<file path="config.mk">
export PLATFORM = sky130hd
export DESIGN_NAME = pcbp_ram
export DESIGN_NICKNAME = d
export VERILOG_FILES = /design/src/design/pcbp_ram.sv
export SDC_FILE = /design/constraint.sdc
export NUM_CORES = 2
export LEC_CHECK = 0
export BUFFER_PORTS_ARGS = -buffer_cell sky130_fd_sc_hd__clkbuf_2
export CORE_ASPECT_RATIO = 0.5
export CORE_UTILIZATION = 40
export CTS_CLUSTER_DIAMETER = 120
export DETAILED_ROUTE_END_ITERATION = 10
export PLACE_DENSITY = 0.52
export SLEW_MARGIN = 0
export SYNTH_ARGS = -nofsm -noshare
export SYNTH_HDL_FRONTEND = slang
export SYNTH_SLANG_ARGS = --single-unit
</file>
<file path="constraint.sdc">
create_clock -name clk -period 2.24 [get_ports clk]
set_input_delay 0.224 -clock clk [delete_from_list [all_inputs] [get_ports clk]]
set_output_delay 0.224 -clock clk [all_outputs]
set_load 0.02 [all_outputs]
</file>
<file path="src/design/pcbp_ram.sv">
// Generic single-port RAM with registered read data.
module pcbp_ram #(
  parameter int WIDTH = 8,
  parameter int DEPTH = 256
) (
  input  logic                     clk,
  input  logic                     we,
  input  logic [$clog2(DEPTH)-1:0] addr,
  input  logic [WIDTH-1:0]         wdata,
  output logic [WIDTH-1:0]         rdata
);

  logic [WIDTH-1:0] mem [DEPTH];

  always_ff @(posedge clk) begin
    if (we) begin
      mem[addr] <= wdata;
    end
    rdata <= mem[addr];
  end

endmodule

</file>
==> results by group <==
Global route
  • Maximum number of pins on one net before global-route repair: around 90
  • Number of antenna violations at the first check in global routing: 10
  • Number of global-route vias before repair: roughly 40k
  • Wire length of the first global-routing pass: approximately 300 mm
  • Overall overflow remaining after global route: 0
  • Total routing usage reported by global routing: 21.52%

Drt
  • Number of DRC markers after the initial detailed-route iteration: 4455
  • Router iterations before antenna repair: 8
  • Detailed-route wire length per cell: between 30 and 40 microns
  • Vias per inst: around 5.7
  • Count of unresolved DRC violations after routing: 0
  • Total wirelength of the detailed-routed design: between 200 and 250 mm
  • Total vias in the final route: 39.74k
  • Remaining antenna violation count after routing: 0

Layout
  • Area Growth Syn to Fin: 21.60%
  • Design area: between 0.09 and 0.1 sq mm
  • Commonest cells after routing, fill and taps aside: sky130_fd_sc_hd__edfxtp_1, sky130_fd_sc_hd__buf_4, sky130_fd_sc_hd__mux4_2
  • Number of fillers in the final layout: approximately 16k
  • Utilization after layout: between 40% and 50%
  • Layout cells sized above 1: slightly below 40%
  • Most frequent standard cell in the layout excluding fill and tap cells: sky130_fd_sc_hd__edfxtp_1
  • Net total in the final layout: ~4.3k

Logic synthesis
  • Mapped cell area: 0.07849 sq mm
  • Prevailing post-synth register cell: sky130_fd_sc_hd__edfxtp_1
  • Post-synth EDFFs: 2048
  • Sequential share of the synthesized area: 78.55%
  • Share of flip-flops with an asynchronous set or reset: 0%
  • Cell variety after synth: 22
  • Post-Syn Nets: 3565
  • Number of standard cells after synthesis: 3547
  • Synthesized area per cell: 22.13 sq um
  • Warning count from the yosys run: 0
  • Number of storage elements in the synthesis netlist: 2056

Timing
  • Max Clk Rate: 0.4460 GHz
  • Min Tclk post-route: 2.242 ns
  • Hold Vio Cnt, Final: 0
  • Unrepaired setup endpoints after global routing: true
  • Actual slew at the worst max-slew pin: 0.8504 ns
  • Worst hold slack: 0.1274 ns
  • Fin worst setup slack: -0.002369 ns
  • Final period util: 100.1%
  • Final number of setup-violating endpoints: 1
  • Final count of pins violating max slew: 0
  • Relative slew slack: 43.31%
  • Final setup skew: between 0.04 and 0.05 ns

Setup path
  • Classification of the worst setup path: reg -> reg
  • WP data required: 2.92 ns
  • Arrival time reported for the critical path endpoint: 2.93 ns
  • Worst setup EP type: flip-flop
  • CP max FO: 1
  • Crit path launch type: flip-flop

Floorplan
  • Chip height: approximately 320 microns
  • Initial cell density of the core: 40.43%
  • Die area: 0.1981 sq mm
  • Std-Cell Core Area: 0.1941 sq mm
  • X dimension of the die: roughly 630 microns
  • I/O pins: 26
  • FP Rows: 114

Clock tree
  • Buffers inserted during post-CTS setup optimization: 0
  • Root Buffer Master: sky130_fd_sc_hd__clkbuf_16
  • H-Tree Depth: 4
  • CTS tree: done
  • Clock-pin slew on the worst setup and hold paths: approximately 0.070 ns
  • Maximum buffer depth of the clock tree: 4
  • Number of sinks on the clock net: slightly above 2k
  • Clock Latency Late Sink: 0.85 ns
  • Clock buffers created by TritonCTS: ~190

Pwr
  • Leakage power: 30.30 nW
  • Peak ir drop on the vdd network: 692.8 uV
  • Internal power: 62.67 mW
  • Switching share of total power: 21.38%
  • Power per unit of standard cell area: 835.2 mW/mm^2
  • Part of the power in registers: 53.2%
  • Fraction of power consumed by the clock network: 41.0%
  • Sw power: 17.04 mW
  • Relative contribution of combinational cells to total power: 5.7%

Outcome
  • Result of the run: complete, but fails checks
  • Failing checks: negative setup slack

Placed design
  • Global placement routability congestion: 0.8299
  • Placed cell areas: 0.08842 sq mm
  • # port buffers: 25
  • Dpl ws: -1.211 ns
  • Post-detail-place hpwl: 137.7 mm

Flow run
  • Count of max-cap constraint violations: 0

Hold path
  • Kind of path behind the tightest hold check: in -> reg
==> worst max-delay path, cell delays in order, from the launching register on <==
cell and delay (ns):
sky130_fd_sc_hd__edfxtp_1 0.37, sky130_fd_sc_hd__mux4_2 0.49, sky130_fd_sc_hd__a22oi_2 0.25, sky130_fd_sc_hd__a21oi_4 0.12, sky130_fd_sc_hd__o41ai_4 0.55, sky130_fd_sc_hd__buf_4 0.21
sky130_fd_sc_hd__nand4_1 0.10
==> final timing paths <==
kind,start,to,slack [ns],depth (start not counted)
worst min register to register,mem[227][6]$_DFFE_PP_,rdata[6]$_DFF_P_,1.09,6
worst max register to register,mem[171][1]$_DFFE_PP_,rdata[1]$_DFF_P_,-0.002,6
worst min-delay path,addr[7],rdata[3]$_DFF_P_,0.13,5
worst max-delay path,mem[171][1]$_DFFE_PP_,rdata[1]$_DFF_P_,-0.002,6
==> per-layer routing <==
layer,global-route usage (%),part of all wire [%],vias to the layer above
met1,31.36,44,21500
li1,-,-,16540
met5,0,0.056,-
met3,5.586,8.5,250
met2,32.67,45,1443
met4,4.977,2.1,2
==> flip-flops by register name, indices dropped and copies added, names as in the netlist <==
| name | cells |
|---|---|
| rdata | 8 |
| mem | 2048 |
==> logic make-up after synthesis <==
| logic type | after synthesis | share of synthesized area, % |
|---|---|---|
| muxes | 512 | 14.69 |
| DFF | 2056 | 78.55 |
| AOI/OAI and AO/OA | 416 | 3.622 |
| and+or+nand+nor | 330 | 1.733 |
| buffers and inverters | 233 | 1.401 |
==> what timing repair did <==
| action | CTS | global route |
|---|---|---|
| hold buffers | 8 | 0 |
| setup endpoints to repair | 8 | 8 |
| endpoints found under the hold margin | 449 | 0 |
| pin swaps | 16 | 29 |
| gates resized for setup | 77 | 58 |
| cloned | 0 | 0 |
==> power groups by stage <==
stage / Combinational (mW) / Clock (mW) / Sequential (mW)
final: 4.56 / 32.7 / 42.4
after global routing: 4.81 / 34.8 / 42.4
after CTS: 4.56 / 33.4 / 42.4
after detailed placement: 4.43 / 0 / 43.3
after global placement: 4.39 / 0 / 43.3
after floorplan: 1.90 / 0 / 43.3
==> cell usage after synthesis, types with 2 or more instances <==
cell type                     n  area share, %
sky130_fd_sc_hd__a21oi_1    128           0.82
sky130_fd_sc_hd__a22oi_1    256            2.4
sky130_fd_sc_hd__and2_1       3          0.024
sky130_fd_sc_hd__buf_1       19          0.091
sky130_fd_sc_hd__buf_2       36           0.23
sky130_fd_sc_hd__buf_4       16           0.15
sky130_fd_sc_hd__buf_6       16           0.23
sky130_fd_sc_hd__clkbuf_1   145           0.69
sky130_fd_sc_hd__dfxtp_1      8           0.20
sky130_fd_sc_hd__edfxtp_1  2048             78
sky130_fd_sc_hd__mux4_2     512             15
sky130_fd_sc_hd__nand2_1     28           0.13
sky130_fd_sc_hd__nand2b_1     6          0.048
sky130_fd_sc_hd__nand3_1     13          0.083
sky130_fd_sc_hd__nand4_1      8          0.064
sky130_fd_sc_hd__nor2_1     232            1.1
sky130_fd_sc_hd__nor2b_1      7          0.056
sky130_fd_sc_hd__nor3_1      30           0.19
sky130_fd_sc_hd__o41ai_1     32           0.36
sky130_fd_sc_hd__or2_2        2          0.016
==> stage by stage <==
step | cells | total power, mW | setup TNS [ns]
CTS | 7024 | 80.41 | 0
floorplan | 3547 | 45.17 | -102.24
global route | 7023 | 82.04 | -0.2388
finish | 7024 | 79.71 | -0.002369
global placement | 6670 | 47.67 | -139.63
detailed placement | 6670 | 47.72 | -131.32
==> final cells by class <==
cell class	instances	area [sq um]	share of cell area, %
Clock inverter	114	1065	1.116
Inverter	1	3.754	0.003933
Sequential cell	2056	61660	64.60
Clock buffer	233	5086	5.329
Antenna cell	1	2.502	0.002622
Tap cell	2610	3266	3.421
Multi-Input combinational cell	1258	16800	17.60
Timing Repair Buffer	751	7567	7.928
Note: power is estimated with default switching activity, not from simulation.
