$ cat config.mk
export PLATFORM = sky130hd
export DESIGN_NAME = pcbp_chunk
export DESIGN_NICKNAME = d
export VERILOG_FILES = /design/src/design/pcbp_pkg.sv /design/src/design/pcbp_chunk.sv
export SDC_FILE = /design/constraint.sdc
export NUM_CORES = 1
export LEC_CHECK = 0
export CAP_MARGIN = 30
export CORE_ASPECT_RATIO = 0.75
export CORE_MARGIN = 4
export CORE_UTILIZATION = 48
export DETAILED_ROUTE_END_ITERATION = 10
export DONT_BUFFER_PORTS = 1
export GPL_ROUTABILITY_DRIVEN = 0
export SYNTH_ARGS = -nofsm -noshare
export SYNTH_HDL_FRONTEND = slang
export SYNTH_SLANG_ARGS = --single-unit
$ cat constraint.sdc
create_clock -name vclk -period 8
set_clock_uncertainty 0.2 [all_clocks]
set_input_delay 0.8 -clock vclk [all_inputs]
set_output_delay 0.8 -clock vclk [all_outputs]
set_load 0.01 [all_outputs]
$ cat src/design/pcbp_pkg.sv
// Shared types and constants for the prefix code bit packer.
package pcbp_pkg;

  localparam int BYTE_W      = 8;
  localparam int FILL_W      = 3;
  localparam int TAKE_W      = 4;
  localparam int CODE_W      = 32;
  localparam int SYMBOL_BITS = 8;
  localparam int LEN_IN_W    = 6;

  localparam logic [1:0] FUNC_LOAD   = 2'd0;
  localparam logic [1:0] FUNC_ENCODE = 2'd1;
  localparam logic [1:0] FUNC_FLUSH  = 2'd2;

  typedef struct packed {
    logic [1:0]             func;
    logic [SYMBOL_BITS-1:0] symbol;
    logic [CODE_W-1:0]      code_word;
    logic [LEN_IN_W-1:0]    code_length;
  } in_req_t;

  typedef struct packed {
    logic [BYTE_W-1:0] out_byte;
    logic              last_of_run;
  } out_req_t;

  // One pass of the bit extractor
  typedef struct packed {
    logic [BYTE_W-1:0] pending_next;
    logic [TAKE_W-1:0] take;
    logic              full;
  } chunk_res_t;

endpackage

$ cat src/design/pcbp_chunk.sv
// Shared bit extractor: moves up to one byte of code bits into the pending byte.
module pcbp_chunk import pcbp_pkg::*; #(
  parameter int MAX_CODE_LEN = 32
) (
  input  logic [CODE_W-1:0]                   code,
  input  logic [$clog2(MAX_CODE_LEN+1)-1:0]   rem,
  input  logic [FILL_W-1:0]                   filled,
  input  logic [BYTE_W-1:0]                   pending,
  output chunk_res_t                          res
);

  localparam int LEN_W  = $clog2(MAX_CODE_LEN + 1);
  localparam int SPAN_W = (MAX_CODE_LEN > CODE_W) ? MAX_CODE_LEN : CODE_W;
  localparam int EXT_W  = SPAN_W + BYTE_W;
  localparam int CMP_W  = (LEN_W > TAKE_W) ? LEN_W : TAKE_W;

  logic [EXT_W-1:0]  ext;
  logic [BYTE_W-1:0] win;
  logic [BYTE_W-1:0] mask;
  logic [TAKE_W-1:0] free;
  logic              enough;

  always_comb begin
    // Code shifted up one byte so positions below zero read as zero padding
    ext    = EXT_W'(code) << BYTE_W;
    win    = BYTE_W'(ext >> rem);
    free   = TAKE_W'(BYTE_W) - TAKE_W'(filled);
    enough = CMP_W'(rem) >= CMP_W'(free);
    res.take = enough ? free : TAKE_W'(rem);
    res.full = enough;
    mask = {BYTE_W{1'b1}} << (TAKE_W'(BYTE_W) - res.take);
    res.pending_next = pending | ((win & mask) >> filled);
  end

endmodule

==> flow_summary.ini <==
[outcome]
status = complete, no violations

[die]
die_area_um2 = 6210
start_util_pct = 51.6
core_area_um2 = 4650
die_y_um = 69.3
die_w_um = 89.7
rows = 21
io_pins = 62

[clock_network]
postCtsSetupBuffers = 0
ctsResizeCount = 0
holdBufCountCts = 0

[global_route]
grt_max_degree = 52
grt_pass1_vias = 2114
grt_use_total_pct = 21.4
antenna_found_initial = 0
overflow = 0
grt_pass1_wl_um = 11100

[drt]
drt_iter0_drc = 176
dr.pass1.iters = 4
ant_nets = 0
wl_per_cell_um = 22.2
vias = 2283
viasPerCell = 7.46
drc = 0
routed_wl_um = 6790

[setup_path]
cp_cell_sequence = inv_1 > ha_1 > xnor2_1 > inv_1 > ha_1 > a2111oi_0 > o21a_1 > nor2_1 > a21oi_1 > ha_1 > ha_1 > a2111oi_4 > a21oi_1 > a2111oi_2 > a311oi_1 > o21bai_1
critPathMostFrequentCell = ha_1
start_kind = input pin
slowest_stage = a2111oi_0
critPathKind = in2out
endpoint_kind = output pin
arrival_ps = 5150
cp-startpoint = filled[0]
cp.required_ps = 7000
path_buf_inv = 2
critPathMaxFanout = 16
slowest_delay_ps = 530
cp_top_family = compound AO/OA/AOI/OAI gates

[logic_synthesis]
synth_compound_gate_area_share_pct = 26.9
synthSimpleGateAreaFrac_pct = 20.0
synth_top_family_by_area = multiplexers
synth_fa_ha_area_share_pct = 4.69
synth_xor_area_share_pct = 1.09
synthesis.nets = 336
ys_seq_area_share_pct = 0
yosysWarnings = 0
syn_inst = 278
avgSynthCellArea_um2 = 8.64
syn_area_um2 = 2400
synthDistinctLibCells = 65
synth_mux_area_share_pct = 37.8

[final_layout]
nClkBuffers = 0
area_growth_pct = -4.12
drive_above_1_share_pct = 16.9
fillers = 447
nNetsFinal = 309
fin_cells = 306
final_util_pct = 49.5
ff_latch_area_um2 = 0
diodes = 0
n_sequential_cell = 0

[pwr]
p_seq_share_pct = 0
p_sw_share_pct = 51.1
comb_power_share_pct = 100.0
cellPowerDensity_nw_per_um2 = 56.9
p_clk_share_pct = 0
total_leakage_power_nw = 0.791
peakVddDrop_uv = 19.5
internal_power_mw = 0.0640
p_switching_mw = 0.0669
power_mw = 0.131

[sta]
finalSetupViolations = 0
slew_headroom_pct = 57.5
rsz0062_at_grt = false
slew_violations = 0
fin_crit_sh_pct = 76.9
hold_ws_ps = 1500
hold_violations = 0
fin_tns_setup_ps = 0
period_minus_slack_ps = 6150
worst_pin_slew_ps = 637
max_freq_mhz = 163

[placed_design]
hpwl_um = 5230
dp.cells = 306
numPortBuffers = 0

[hold_path]
min-delay-start = filled[2]
hp-class = in2out
holdPathStages = 1
hold_end = res[10]

[run]
max_cap_viol_count = 0
-- Yosys cell counts, drive strengths merged (2+ instances only) --
cell type | n | area share, %
o21a | 2 | 0.63
mux4 | 29 | 28
o21bai | 4 | 1.3
ha | 9 | 4.7
o211ai | 4 | 1.5
a22oi | 8 | 2.5
nand2b | 4 | 1.0
o31ai | 5 | 1.8
o21ai | 9 | 2.0
o2111ai | 2 | 0.73
nand4 | 2 | 0.52
inv | 15 | 2.3
a2111oi | 6 | 3.5
clkbuf | 8 | 1.3
a31oi | 9 | 2.3
nor2 | 16 | 2.5
nor2b | 11 | 2.9
mux2 | 9 | 4.4
a41oi | 2 | 0.73
nor3 | 7 | 1.5
nand2 | 19 | 3.0
nand3 | 14 | 2.9
xnor2 | 2 | 0.73
a311oi | 5 | 2.1
or3 | 3 | 0.78
buf | 21 | 5.8
nor4 | 5 | 1.6
nand3b | 2 | 0.63
mux2i | 12 | 5.0
a21oi | 6 | 1.3
o22ai | 6 | 1.6
a21o | 2 | 0.63
-- power by group through the flow --
stage	Sequential, mW	Clock (mW)	Combinational [mW]
after global routing	0	0	0.144
final	0	0	0.131
after global placement	0	0	0.130
after floorplan	0	0	0.126
after CTS	0	0	0.130
after detailed placement	0	0	0.129
-- cells in the final DEF, fill, tap and decap left out, types with 2 or more instances in the layout --
master | netlist | routed
a311oi_1 | 4 | 4
o21a_1 | 2 | 2
a2111oi_0 | 3 | 3
o31ai_1 | 4 | 4
a31oi_1 | 9 | 9
ha_1 | 9 | 9
nor2b_1 | 11 | 11
mux2i_1 | 12 | 12
mux2_2 | 8 | 8
a41oi_1 | 2 | 2
a21oi_1 | 6 | 6
a21o_1 | 2 | 2
inv_1 | 15 | 15
o21ai_0 | 8 | 8
o2111ai_1 | 2 | 2
mux4_2 | 21 | 21
nand2b_1 | 4 | 4
o22ai_1 | 6 | 6
nor3_1 | 7 | 7
xnor2_1 | 2 | 2
a2111oi_2 | 2 | 2
or3_1 | 3 | 3
nand3b_1 | 2 | 2
mux4_1 | 8 | 8
o211ai_1 | 3 | 3
nor2_1 | 16 | 16
nor4_1 | 4 | 4
o21bai_1 | 4 | 4
nand4_1 | 2 | 2
nand2_1 | 19 | 19
a22oi_1 | 8 | 8
nand3_1 | 14 | 14
-- cell families after synthesis --
kind of cell | after synthesis
compound gates | 81
xor+xnor | 3
mux | 50
fa+ha+maj | 9
buf+inv | 44
simple gates | 91
-- worst max-delay path by stage --
stage	end	slack, ps	cells past startpoint
4_1_cts	res[5]	1930	16
2_1_floorplan	res[5]	2100	20
5_1_grt	res[5]	1380	16
3_3_place_gp	res[9]	2060	16
6_report	res[5]	1850	16
3_5_place_dp	res[5]	1940	16
-- per-stage QoR --
| stage | worst slack [ps] | cell area, µm² |
|---|---|---|
| CTS | 1930 | 2300 |
| floorplan | 2100 | 2400 |
| global placement | 2060 | 2300 |
| global route | 1380 | 2300 |
| detailed placement | 1940 | 2300 |
| finish | 1850 | 2300 |
-- final cells by class --
type	count	area, µm²	area share [%]
Multi-Input combinational cell	234	2170	94.5
Tap cell	57	71.3	3.10
Inverter	15	56.3	2.45
-- metal layers --
layer	up-vias	part of all wire, %	global-route usage (%)	wire length (µm)
met5	-	0	0	0
met4	0	0.24	0.661	16
met3	2	8.1	3.44	549
met2	95	42	29.5	2860
met1	1111	50	36.1	3370
li1	1075	-	-	-
(Power assumes the default switching activity.)
